==> src/sv/bsmm_pkg.sv <==
package bsmm_pkg;

   localparam int CAPACITY = 1024;
   localparam int ADDR_W   = $clog2(CAPACITY);
   localparam int COUNT_W  = 11;
   localparam int VALUE_W  = 32;
   localparam int GAP_W    = VALUE_W + 1;

   localparam logic [COUNT_W-1:0] CAPACITY_COUNT = COUNT_W'(CAPACITY);
   localparam logic [COUNT_W-1:0] LIMIT_RESET    = COUNT_W'(1024);
   localparam logic [GAP_W-1:0]   GAP_ONES       = '1;

   typedef struct packed {
      logic signed [VALUE_W-1:0] value;
      logic [COUNT_W-1:0]        repeat_count;
   } req_type;

   typedef struct packed {
      logic [COUNT_W-1:0] stored_count;
      logic [GAP_W-1:0]   shortest_gap;
      logic [GAP_W-1:0]   longest_span;
      logic               spans_valid;
      logic               full_refused;
   } rsp_type;

   typedef enum logic [4:0] {
      ST_IDLE  = 5'b00001,
      ST_CHECK = 5'b00010,
      ST_SCAN  = 5'b00100,
      ST_WRITE = 5'b01000,
      ST_SPAN  = 5'b10000
   } state_type;

endpackage

==> src/sv/bsmm_gap_unit.sv <==
module bsmm_gap_unit (
   input  logic [bsmm_pkg::VALUE_W-1:0] a_bits,
   input  logic [bsmm_pkg::VALUE_W-1:0] b_bits,
   input  logic [bsmm_pkg::GAP_W-1:0]   bound,
   output logic [bsmm_pkg::GAP_W-1:0]   diff,
   output logic                         less
);
   import bsmm_pkg::*;

   logic [VALUE_W-1:0] key_a;
   logic [VALUE_W-1:0] key_b;
   logic [VALUE_W-1:0] mag;

   // Flipping the sign bit gives unsigned keys in the same order as the signed values.
   always_comb begin
      key_a = a_bits ^ {1'b1, {(VALUE_W-1){1'b0}}};
      key_b = b_bits ^ {1'b1, {(VALUE_W-1){1'b0}}};
      mag   = (key_a >= key_b) ? (key_a - key_b) : (key_b - key_a);
      diff  = {1'b0, mag};
      less  = (diff < bound);
   end

endmodule

==> config.mk <==
export PLATFORM = sky130hd
export DESIGN_NAME = bsmm_gap_unit
export DESIGN_NICKNAME = d
export VERILOG_FILES = /design/src/sv/bsmm_pkg.sv /design/src/sv/bsmm_gap_unit.sv
export SDC_FILE = /design/constraint.sdc
export NUM_CORES = 1
export LEC_CHECK = 0
export CORE_ASPECT_RATIO = 0.7
export CORE_MARGIN = 4
export CORE_UTILIZATION = 50
export DETAILED_ROUTE_END_ITERATION = 10
export DONT_BUFFER_PORTS = 1
export SLEW_MARGIN = 20
export SYNTH_ARGS = -nofsm -noshare
export SYNTH_HDL_FRONTEND = slang
export SYNTH_SLANG_ARGS = --single-unit
==> constraint.sdc <==
create_clock -name vclk -period 8.55
set_input_delay 0 -clock vclk [all_inputs]
set_output_delay 0 -clock vclk [all_outputs]
set_load 0.01 [all_outputs]
==> reports/results.txt, run 1 <==
The combined area of all synthesized cells is 0.004489 mm2, and the relative slew slack is 46.32%. The delay of the slowest cell on the worst path works out to 0.64 ns. Cells fill 51.81% of the core in the end. For this run, the total global-route usage over all layers was measured as 24.68%. The net count of the finished layout is 819.

The commonest cells after synthesis are inv_1, ha_1, a21oi_1. Entering global routing, the biggest net connects 31 pins. The die covers 0.01058 mm2.

Slowest stage cell on the critical path: nor2_4. The count of instances resized after the clock tree is built is 0. Total setup buffers inserted after CTS: 0.

The tools report the count of unresolved DRC violations after routing as 0. In the routed layout, each cell is associated on average with a via count of 6.132. Setup repair after global routing left no endpoint under its margin. Relative to the synthesized area, the layout overhead comes to -0.9477%. Total number of vias: 4562.

The critical path arrival came out at 4.35 ns. Counting tap cells, the placed design contains a total of 744 instances. The detailed-placement wirelength estimate was 11.88 mm. The worst setup path is launched from an input pin.

For the number of antenna violations at the first check in global routing, the log shows 0. The setup TNS is 0 ns. The worst setup path is captured at an output port. The critical path goes through inv_1, ha_1, inv_1, fa_1, a211oi_1, o211ai_2, nand3_1, a221oi_4, nor2_4, o31ai_1, xnor2_1, ha_1, a21oi_1, nor2b_1, o21ai_0, nand2b_1, a21oi_1, o21ai_0, nor4bb_1, a211o_1. Power spread over the standard cell area amounts to 99.22 mW/mm2.

Along the worst path, the maximum fanout reaches 27. The row count is 28. The max-slew violation count came out at 0. The worst-case IR drop observed on VDD is 0.03425 mV.

In this run the count of I/O pins placed on the die edge is 131. The tools report the initial core utilization as 52.30%. The design draws 0.4412 mW. For the post-synth net total, the log shows 848. The tools report the final weighted congestion in routability-driven placement as 0.9271. The x dimension of the die is 121.3 um.

At the pin with the least slew margin, the transition time is 0.8034 ns. For this block, the initial DRC count from the detailed router was 438. For the number of unique standard cell types used by synthesis, the log shows 71.

For the register area, the log shows 0 um2. Final count of hold timing violations: 0. The number of hold buffers added after CTS was 0. The library cell with the highest instance count after synthesis is inv_1. Once layout is complete, the cells apart from fillers number 744. The analysis attributes to cell leakage a power of 2.371 nW. The average instance in the mapped netlist occupies 6.854 um2.

The post-route antenna net violation count was 0; the die span in y was 87.28 um. Of the cells placed in the final design, the portion with a size suffix greater than 1 is 2.885%. The tools report the yosys synthesis warning count as 0.

Type of the worst setup path: input pin to output port. The flow ran to the end, and the final reports show no timing, DRC or antenna violations. For this run, the top clock speed supported by timing is 230.0 MHz. Hold timing on the final database bottoms out at a slack of 0.1405 ns. Ranked by total cell area, the synthesized netlist is headed by ha_1, inv_1, a21oi_1, a21o_1, nand2_1.

Summing the sequential cell areas from Yosys gives 0% of the chip area. Dividing the final minimum period by the clock period gives 50.85%. The first global-routing pass estimated 21.64 mm of wire.

After layout, the clock buffer instance count stands at 0. The via count of the first global-routing pass was 4206. The first detailed-routing pass took 6 iterations.

The top cell type by area accounts for 26.20% of the synthesized area. The final layout contains a sequential cell count of 0. The tightest min-delay check is of the input pin to output port type.

For the worst setup path, the data required time is 8.55 ns. Final number of setup-violating endpoints: 0. The count of port buffers added during placement is 0, and the area of the core region is 0.008583 mm2. Counting the fill cells in the layout gives 888. In the final routed layout, each cell accounts on average for 18.48 um. Summed over all layers, the global routing overflow is 0. The post-synthesis cell type with the largest combined area was ha_1.

After technology mapping, the gate count stands at 655. 0 antenna diodes ended up in the layout. The aggregate routed wire length came out at 13.75 mm.

After layout, the minimum clock period comes to 4.348 ns. Across the run, the number of max-cap violations was 0.
## where the power goes
part,total [mW],switching (mW),internal [mW]
clock,0,0,0
combinational,0.441,0.281,0.160
sequential,0,0,0
## routing by layer
layer  part of all wire [%]  global-route usage [%]
met1                     51                   39.55
met5                      0                       0
met4                   0.73                   1.526
met2                     39                   35.89
met3                    9.7                   3.182
## cells in the final DEF, fill, tap and decap left out, drive strengths merged, types with 11 or more instances in the layout
| cell type | synthesis | final |
|---|---|---|
| xor2 | 13 | 13 |
| xnor2 | 16 | 16 |
| nor3 | 16 | 16 |
| inv | 110 | 110 |
| nor2b | 11 | 11 |
| nand2 | 45 | 45 |
| nand4 | 12 | 12 |
| ha | 94 | 94 |
| a21oi | 76 | 76 |
| nor2 | 30 | 30 |
| nand3 | 16 | 16 |
| o21ai | 39 | 39 |
| o21bai | 12 | 12 |
| a21o | 29 | 29 |
## cell type report
| class | count | area, um2 | area share [%] |
|---|---|---|---|
| Multi-Input combinational cell | 514 | 3884 | 87.34 |
| Inverter | 110 | 412.9 | 9.285 |
| Tap cell | 120 | 150.1 | 3.376 |
## stage by stage
| step | worst slack, ns | instance area [um2] |
|---|---|---|
| after floorplan | 5.039 | 4489 |
| after global placement | 4.369 | 4447 |
| after detailed placement | 4.249 | 4447 |
| after CTS | 4.223 | 4447 |
| after global routing | 3.785 | 4447 |
| final | 4.202 | 4447 |
## final timing paths
check / from / endpoint / slack, ns / depth (start not counted)
worst max-delay path: a_bits[0] / less / 4.20 / 20
worst min-delay path: bound[32] / less / 0.14 / 1
## logic make-up (layout without fill, tap and decap cells)
| family | Yosys count | count (layout) | synth area share [%] |
|---|---|---|---|
| fa+ha+maj | 96 | 96 | 27.09 |
| buf+inv | 141 | 110 | 13.49 |
| mux | 8 | 8 | 2.285 |
| compound gates | 227 | 227 | 33.56 |
| xor+xnor | 29 | 29 | 5.658 |
| simple gates | 153 | 153 | 17.84 |
| other cells | 1 | 1 | 0.08353 |
## worst max-delay path: cells and delay by family
family | cells | cell delay [ns]
buffers and inverters | 2 | 0.09
AND/OR/NAND/NOR | 5 | 1.24
adder cells (fa/ha/maj) | 3 | 0.91
XOR/XNOR | 1 | 0.43
AO/OA/AOI/OAI | 9 | 1.66
(Power assumes the default switching activity.)
==> inputs of run 2 (changes only) <==
ABC_AREA = 1   (was not set)
clock period = 4.5 ns   (was 8.55 ns; I/O delays follow)
==> run 2 against run 1 <==
Wire length is 35% higher. First-iteration DRC count is 38% higher. Via count is 42% higher. Final area is 39% higher. Critical path type unchanged. Final cell count is 78% higher. Non-clock buffer count stayed put. Power is 120% higher. Flip-flop and latch count stayed put. Synthesized cell count is 81% higher. Die area is 35% higher. Sequential share of layout area stayed put. Global-route usage is 0.71 points higher.
==> reports/results.txt, run 2 <==
The run finished with clean final reports. The tools report the global-route met2 utilization as 33.46% (was 35.89%). The detail-routed net length per standard cell came out at 14.00 um (was 18.48 um). The required time reported for the critical path endpoint is 4.50 ns (was 8.55 ns). The run gives 42.90% (was 39.55%) as the global routing usage on met1. The relative slew slack is 58.48% (was 46.32%), and the number of antenna violations at the first check in global routing is 0 (unchanged). Sequence of cells on the critical path: inv_1, ha_1, inv_1, fa_1, nand3_1, nand3_2, nand2_1, nand2_2, nand2_2, nand3_2, nand2_2, nand2_4, nand3_2, nand2_1, ha_1, nand2_1, nor2_1, nand2_1, nor4_1, nand2_1, a21oi_1, nor2_1 (was inv_1, ha_1, inv_1, fa_1, a211oi_1, o211ai_2, nand3_1, a221oi_4, nor2_4, o31ai_1, xnor2_1, ha_1, a21oi_1, nor2b_1, o21ai_0, nand2b_1, a21oi_1, o21ai_0, nor4bb_1, a211o_1). For the starting DRC count in detailed routing, the log shows 603 (was 438). Setup repair after global routing left no endpoint under its margin. The most common cell after layout, fill and taps aside was nand2_1 (was inv_1).

The largest net degree at the start of global routing came out at 44 (was 31). The type of the worst setup path is input pin to output port (unchanged). The full die area was 0.01424 mm2 (was 0.01058 mm2).

Derived from the worst setup path, the maximum achievable clock frequency is 296.7 MHz. The critical path's most frequent cell is nand2_1. The routing layer with the top usage in global route is met1 (unchanged). The logs give 7 (was 6) for the detailed-routing iteration count for the pre-antenna-repair pass and 0% (unchanged) for the share of the yosys chip area belonging to registers. The tools report the endpoint with the worst hold slack as less (unchanged).

The tools report the final count of hold timing violations as 0 (unchanged). The total number of vias is 6498 (was 4562), and the detailed-placement wirelength estimate is 16.89 mm (was 11.88 mm). Quantity of hold-fixing buffers added after cts: 0 (unchanged). Adder and majority gate portion of the synthesized area: 19.66% (was 27.09%).

The tools report the global-route met3 utilization as 4.362% (was 3.182%). Leading cell types by count after synthesis: nand2_1, inv_1, ha_1 (was inv_1, ha_1, a21oi_1). Count of instances resized after the clock tree is built: 0 (unchanged).

Most frequent cells in the layout: nand2_1, inv_1, ha_1 (was inv_1, ha_1, a21oi_1). Mean instance size in the synthesized netlist: 5.206 um2 (was 6.854 um2). The final number of setup-violating endpoints was 0 (unchanged). The run gives 4.137 nW (was 2.371 nW) as the total leakage power.

The power density relative to cell area is 160.6 mW/mm2 (was 99.22 mW/mm2), and the sequential cell count is 0 (unchanged). The run gives 0 (unchanged) as the count of unresolved DRC violations after routing. The wire length of the first global-routing pass was 29.31 mm (was 21.64 mm).

The total grt overflow was 0 (unchanged); the total setup buffers inserted after CTS was 0 (unchanged). The slowest stage cell on the critical path was fa_1 (was nor2_4). The via count normalized by instance count is 4.904 (was 6.132).

The layout cell share with drive strength beyond 1 is 5.651% (was 2.885%), and the maximum net fanout on the critical path is 43 (was 27). The fraction of synthesized area in multiplexers came out at 0% (was 2.285%). The via count of the first global-routing pass is 5825 (was 4206), and the I/O pin count is 131 (unchanged). Count of port buffers added during placement: 0 (unchanged). Area of the core region: 0.01189 mm2 (was 0.008583 mm2). The buffer and inverter count on the worst path was 2 (unchanged); the all-layer global routing usage was 25.38% (was 24.68%). The hold path depth came out at 2 (was 1). The worst min-delay path category is input pin to output port (unchanged). The logs give 1188 (was 655) for the post-synthesis cell count and 0.9848 (was 0.9271) for the final weighted congestion in routability-driven placement. The combined area of all synthesized cells is 0.006185 mm2 (was 0.004489 mm2). The nature of the critical path endpoint was an output port (unchanged).

The compound-cell area share of the yosys netlist was 8.254% (was 33.56%). The number of maximum-capacitance violations was 0 (unchanged). Worst voltage drop across the vdd grid: 0.05560 mV (was 0.03425 mV). The startpoint class of the critical path is an input pin (unchanged). The synthesis-to-finish area growth was -0.2833% (was -0.9477%); the setup TNS was 0 ns (unchanged).

The aggregate routed wire length was 18.55 mm (was 13.75 mm). The dominant combinational cell family by area after synthesis was simple AND/OR/NAND/NOR gates (was compound AO/OA/AOI/OAI gates). The critical hold path startpoint is bound[0] (was bound[32]).

The final critical-path share of the clock period was 74.91%; the yosys synthesis warning count was 0 (unchanged). The register area is 0 um2 (unchanged), and the clock buffer count is 0 (unchanged). Area contributors post-synth: nand2_1, ha_1, inv_1, nand3_1, a21oi_1 (was ha_1, inv_1, a21oi_1, a21o_1, nand2_1).

The delay of the slowest cell on the worst path is 0.47 ns (was 0.64 ns), and the simple-gate share of the synthesized area is 46.11% (was 17.84%). The library cell with the highest instance count after synthesis is nand2_1 (was inv_1). The worst path needs 3.371 ns of the cycle, external delays included. The run gives 0 (unchanged) as the post-route antenna net violation count. Post-synth net total: 1381 (was 848).

The hold slack came out at 0.2088 ns (was 0.1405 ns). The critical path arrival was 3.37 ns (was 4.35 ns); the x dimension of the die was 140.9 um (was 121.3 um). The number of unique standard cell types used by synthesis was 36 (was 71); the row count was 33 (was 28). The count of inserted antenna diode cells is 0 (unchanged), and the slew at the pin closest to its max-slew limit is 0.6228 ns (was 0.8034 ns). The kind of cell with the highest combined delay on the critical path is simple AND/OR/NAND/NOR gates (was compound AO/OA/AOI/OAI gates). The share of the synthesized netlist area taken by xor and xnor gates is 3.965% (was 5.658%).

Post-synthesis cell type with the largest combined area: nand2_1 (was ha_1). The die span in y is 101.1 um (was 87.28 um), and the fraction of synthesized cell area taken by the top area cell type is 28.53% (was 26.20%). The max-slew violation count was 0 (unchanged); the initial core utilization was 52.01% (was 52.30%).

Final net count: 1363 (was 819).
[run 2: changes by cell type after synthesis, sizes merged, moves of 9 or more]
cell,previous run,this run
inv,110,304
buf,30,19
nor3,16,5
nand2,45,490
a21oi,76,55
o211ai,10,1
a211oi,10,0
nor2,30,52
o21ai,39,23
a21o,29,1
nand3,16,87
nor2b,11,0
[run 2: cell families (layout without fill, tap and decap cells)]
| group | Yosys count | after routing |
|---|---|---|
| fa+ha+maj | 96 | 96 |
| other cells | 1 | 1 |
| buf+inv | 324 | 304 |
| simple gates | 653 | 653 |
| xor+xnor | 28 | 28 |
| compound gates | 86 | 86 |
[run 2: worst max-delay path by stage]
| stage | startpoint | end | slack [ns] | cells after the start |
|---|---|---|---|---|
| 2_1_floorplan | a_bits[0] | less | 1.84 | 23 |
| 3_3_place_gp | a_bits[0] | less | 1.23 | 22 |
| 3_5_place_dp | a_bits[0] | less | 1.13 | 22 |
| 4_1_cts | a_bits[0] | less | 1.12 | 22 |
| 5_1_grt | a_bits[0] | less | 0.76 | 21 |
| 6_report | a_bits[0] | less | 1.13 | 22 |
[run 2: final cells by class]
class	count	area [um2]
fillers	1397	5724
multi-input cells	864	4827
inverters	304	1144
well taps	157	196.4
[run 2: layer usage]
metal / wire length (um) / up-vias
li1: - / 3493
met4: 109 / 0
met5: 0 / -
met2: 6042 / 284
met3: 2088 / 9
met1: 10310 / 2712
[run 2: power by group]
part | switching, mW | internal (mW)
sequential | 0 | 0
clock | 0 | 0
combinational | 0.677 | 0.313
total | 0.677 | 0.313
[run 2: through the flow]
step | cells | cell area, um2 | util [%] | setup slack (ns) | power, mW
3_3_place_gp | 1325 | 6167 | 51.86 | 1.229 | 0.9704
6_report | 1325 | 6167 | 51.86 | 1.129 | 0.9906
4_1_cts | 1325 | 6167 | 51.86 | 1.117 | 0.9770
2_1_floorplan | 1188 | 6185 | - | 1.839 | 0.7834
3_5_place_dp | 1325 | 6167 | 51.86 | 1.133 | 0.9735
5_1_grt | 1325 | 6167 | 51.86 | 0.7592 | 1.114
==> inputs of run 3 (changes only) <==
PLACE_DENSITY = 0.68   (was not set)
clock period = 2.71 ns   (was 4.5 ns; I/O delays follow)
==> run 3 against run 2 <==
The flow now finishes with violations (negative setup slack). Wire length up 30%. Worst setup slack got worse by 1.2 ns. Sequential share of layout area did not move. Core utilization grew 23 points. Critical path depth did not move. Largest power group unchanged.
==> reports/results.txt, run 3 (synthesis gave the netlist of run 2 again) <==
The switching share of total power works out to 55.85% (was 68.36%). The final critical path time including I/O delays and setup is 2.794 ns. The clock buffer count was 0 (unchanged). The total leakage power was 5.244 nW (was 4.137 nW); the final standard cell count with taps included and fillers excluded was 1512 (was 1325).

Timing would allow up to 357.9 MHz. For the wire length of the first global-routing pass, the log shows 34.08 mm (was 29.31 mm). The final non-filler cell area came out at 0.008843 mm2 (was 0.006167 mm2). The run finished, with violations left.

The post-placement worst setup slack was -0.1838 ns (was 1.133 ns). The number of antenna violations at the first check in global routing was 0 (unchanged). The final reports fail on negative setup slack. The starting DRC count in detailed routing was 848 (was 603); the final count of hold timing violations was 0 (unchanged). The detail-routed net length per standard cell was 15.96 um (was 14.00 um). The tools report the area of the core region as 0.01189 mm2 (unchanged).

In the finished design, the share of the clock period the worst path needs comes to 103.1%. The logs give 20 (was 44) for the largest net degree at the start of global routing and 0 (unchanged) for the count of inserted antenna diode cells. The run gives 33 (unchanged) as the row count.

The synthesis-to-finish area growth is 42.99% (was -0.2833%), and the share of total power in sequential cells is 0% (about the same). The power density relative to cell area works out to 312.4 mW/mm2 (was 160.6 mW/mm2). Type of the worst setup path: input pin to output port (unchanged). The run gives 0 (unchanged) as the total grt overflow. For the full die area, the log shows 0.01424 mm2 (unchanged). Setup TNS: -0.08444 ns (was 0 ns).

The hold slack was 0.1886 ns (was 0.2088 ns). The max-slew violation count was 0 (unchanged). Most frequent cells in the layout: nand2_1, inv_1, buf_4 (was nand2_1, inv_1, ha_1). The clock share of power was 0% (about the same). The tools report the nature of the critical path endpoint as an output port (unchanged). The run gives 6717 (was 5825) as the via count of the first global-routing pass.

For the required time reported for the critical path endpoint, the log shows 2.71 ns (was 4.50 ns). The worst voltage drop across the vdd grid was 0.2251 mV (was 0.05560 mV); the cell internal power dissipation was 1.220 mW (was 0.3134 mW). The sequential cell count is 0 (unchanged). The count of port buffers added during placement came out at 0 (unchanged). The detailed-placement wirelength estimate is 18.98 mm (was 16.89 mm), and the combinational fraction of design power is 100.0% (about the same). The I/O pin count was 131 (unchanged); the post-layout worst setup margin was -0.08444 ns (was 1.129 ns). The count of unresolved DRC violations after routing was 0 (unchanged). The die span in y was 101.1 um (unchanged); the initial core utilization was 52.01% (unchanged).

The instance area at placement was 0.007328 mm2 (was 0.006167 mm2). The post-route antenna net violation count is 0 (unchanged), and the total number of vias is 7823 (was 6498). The tools report the net switching power as 1.543 mW (was 0.6772 mW).

The total power came out at 2.763 mW (was 0.9906 mW). All-layer global routing usage: 29.68% (was 25.38%). The worst min-delay path category is input pin to output port (unchanged). Detailed-routing iteration count for the pre-antenna-repair pass: 6 (was 7). Most common cell after layout, fill and taps aside: nand2_1 (unchanged). The maximum net fanout on the critical path was 6 (was 43). The run gives 1473 (was 1325) as the number of placed instances, taps included. The x dimension of the die works out to 140.9 um (unchanged). The final number of setup-violating endpoints came out at 1 (was 0). Setup repair after global routing could not meet its margin everywhere. The logs give 2.79 ns (was 3.37 ns) for the critical path arrival and 24.13 mm (was 18.55 mm) for the aggregate routed wire length.

For the utilization after layout, the log shows 74.37% (was 51.86%). The final weighted congestion in routability-driven placement is 1.003 (was 0.9848), and the final net count is 1550 (was 1363). The register area was 0 um2 (unchanged); the number of maximum-capacitance violations was 0 (unchanged).

Startpoint class of the critical path: an input pin (unchanged). The layout cell share with drive strength beyond 1 came out at 30.26% (was 5.651%). The via count normalized by instance count works out to 5.174 (was 4.904).
-- run 3: layer usage --
layer  up-vias  routed length (um)  global-route usage [%]
met5         -                   0                       0
met4         0                 236                   1.415
met1      3463               11120                   47.07
met3        27                3252                   8.250
li1       3879                   -                       -
met2       454                9525                   40.66
-- run 3: critical path: stages --
cell,delay [ns]
inv_1,0.09
ha_4,0.24
buf_4,0.14
a21oi_1,0.18
nand2_2,0.12
nand2_1,0.10
nand2_2,0.10
nand2_1,0.08
nand2_1,0.13
nand2_1,0.12
nand3_1,0.11
nand3_2,0.12
nand2_4,0.06
ha_4,0.26
nand4_1,0.10
inv_2,0.10
nand2_4,0.06
nor4_4,0.26
buf_4,0.15
nand2_1,0.06
a21oi_2,0.12
nor2_2,0.07
-- run 3: power groups by stage --
stage,clock (mW),sequential (mW),combinational (mW)
finish,0,0,2.76
global route,0,0,2.97
CTS,0,0,2.26
detailed placement,0,0,2.10
global placement,0,0,2.08
floorplan,0,0,1.30
-- run 3: area by class of cell --
type               count  area (um2)
repair buffers       185        1562
fillers              976        3048
well taps            157       196.4
inverters            304        1162
multi-input cells    866        5923
-- run 3: what timing repair did --
action                     in CTS  in global routing
resized for setup              60                170
cloned                          2                  3
hold buffers                    0                  0
pin swaps                      25                 63
setup endpoints to repair       1                  1
setup buffers                  17                 17
-- run 3: final timing paths --
kind	from	endpoint	slack (ns)	depth (start not counted)
worst min-delay path	bound[0]	less	0.19	2
worst max-delay path	a_bits[2]	less	-0.08	22
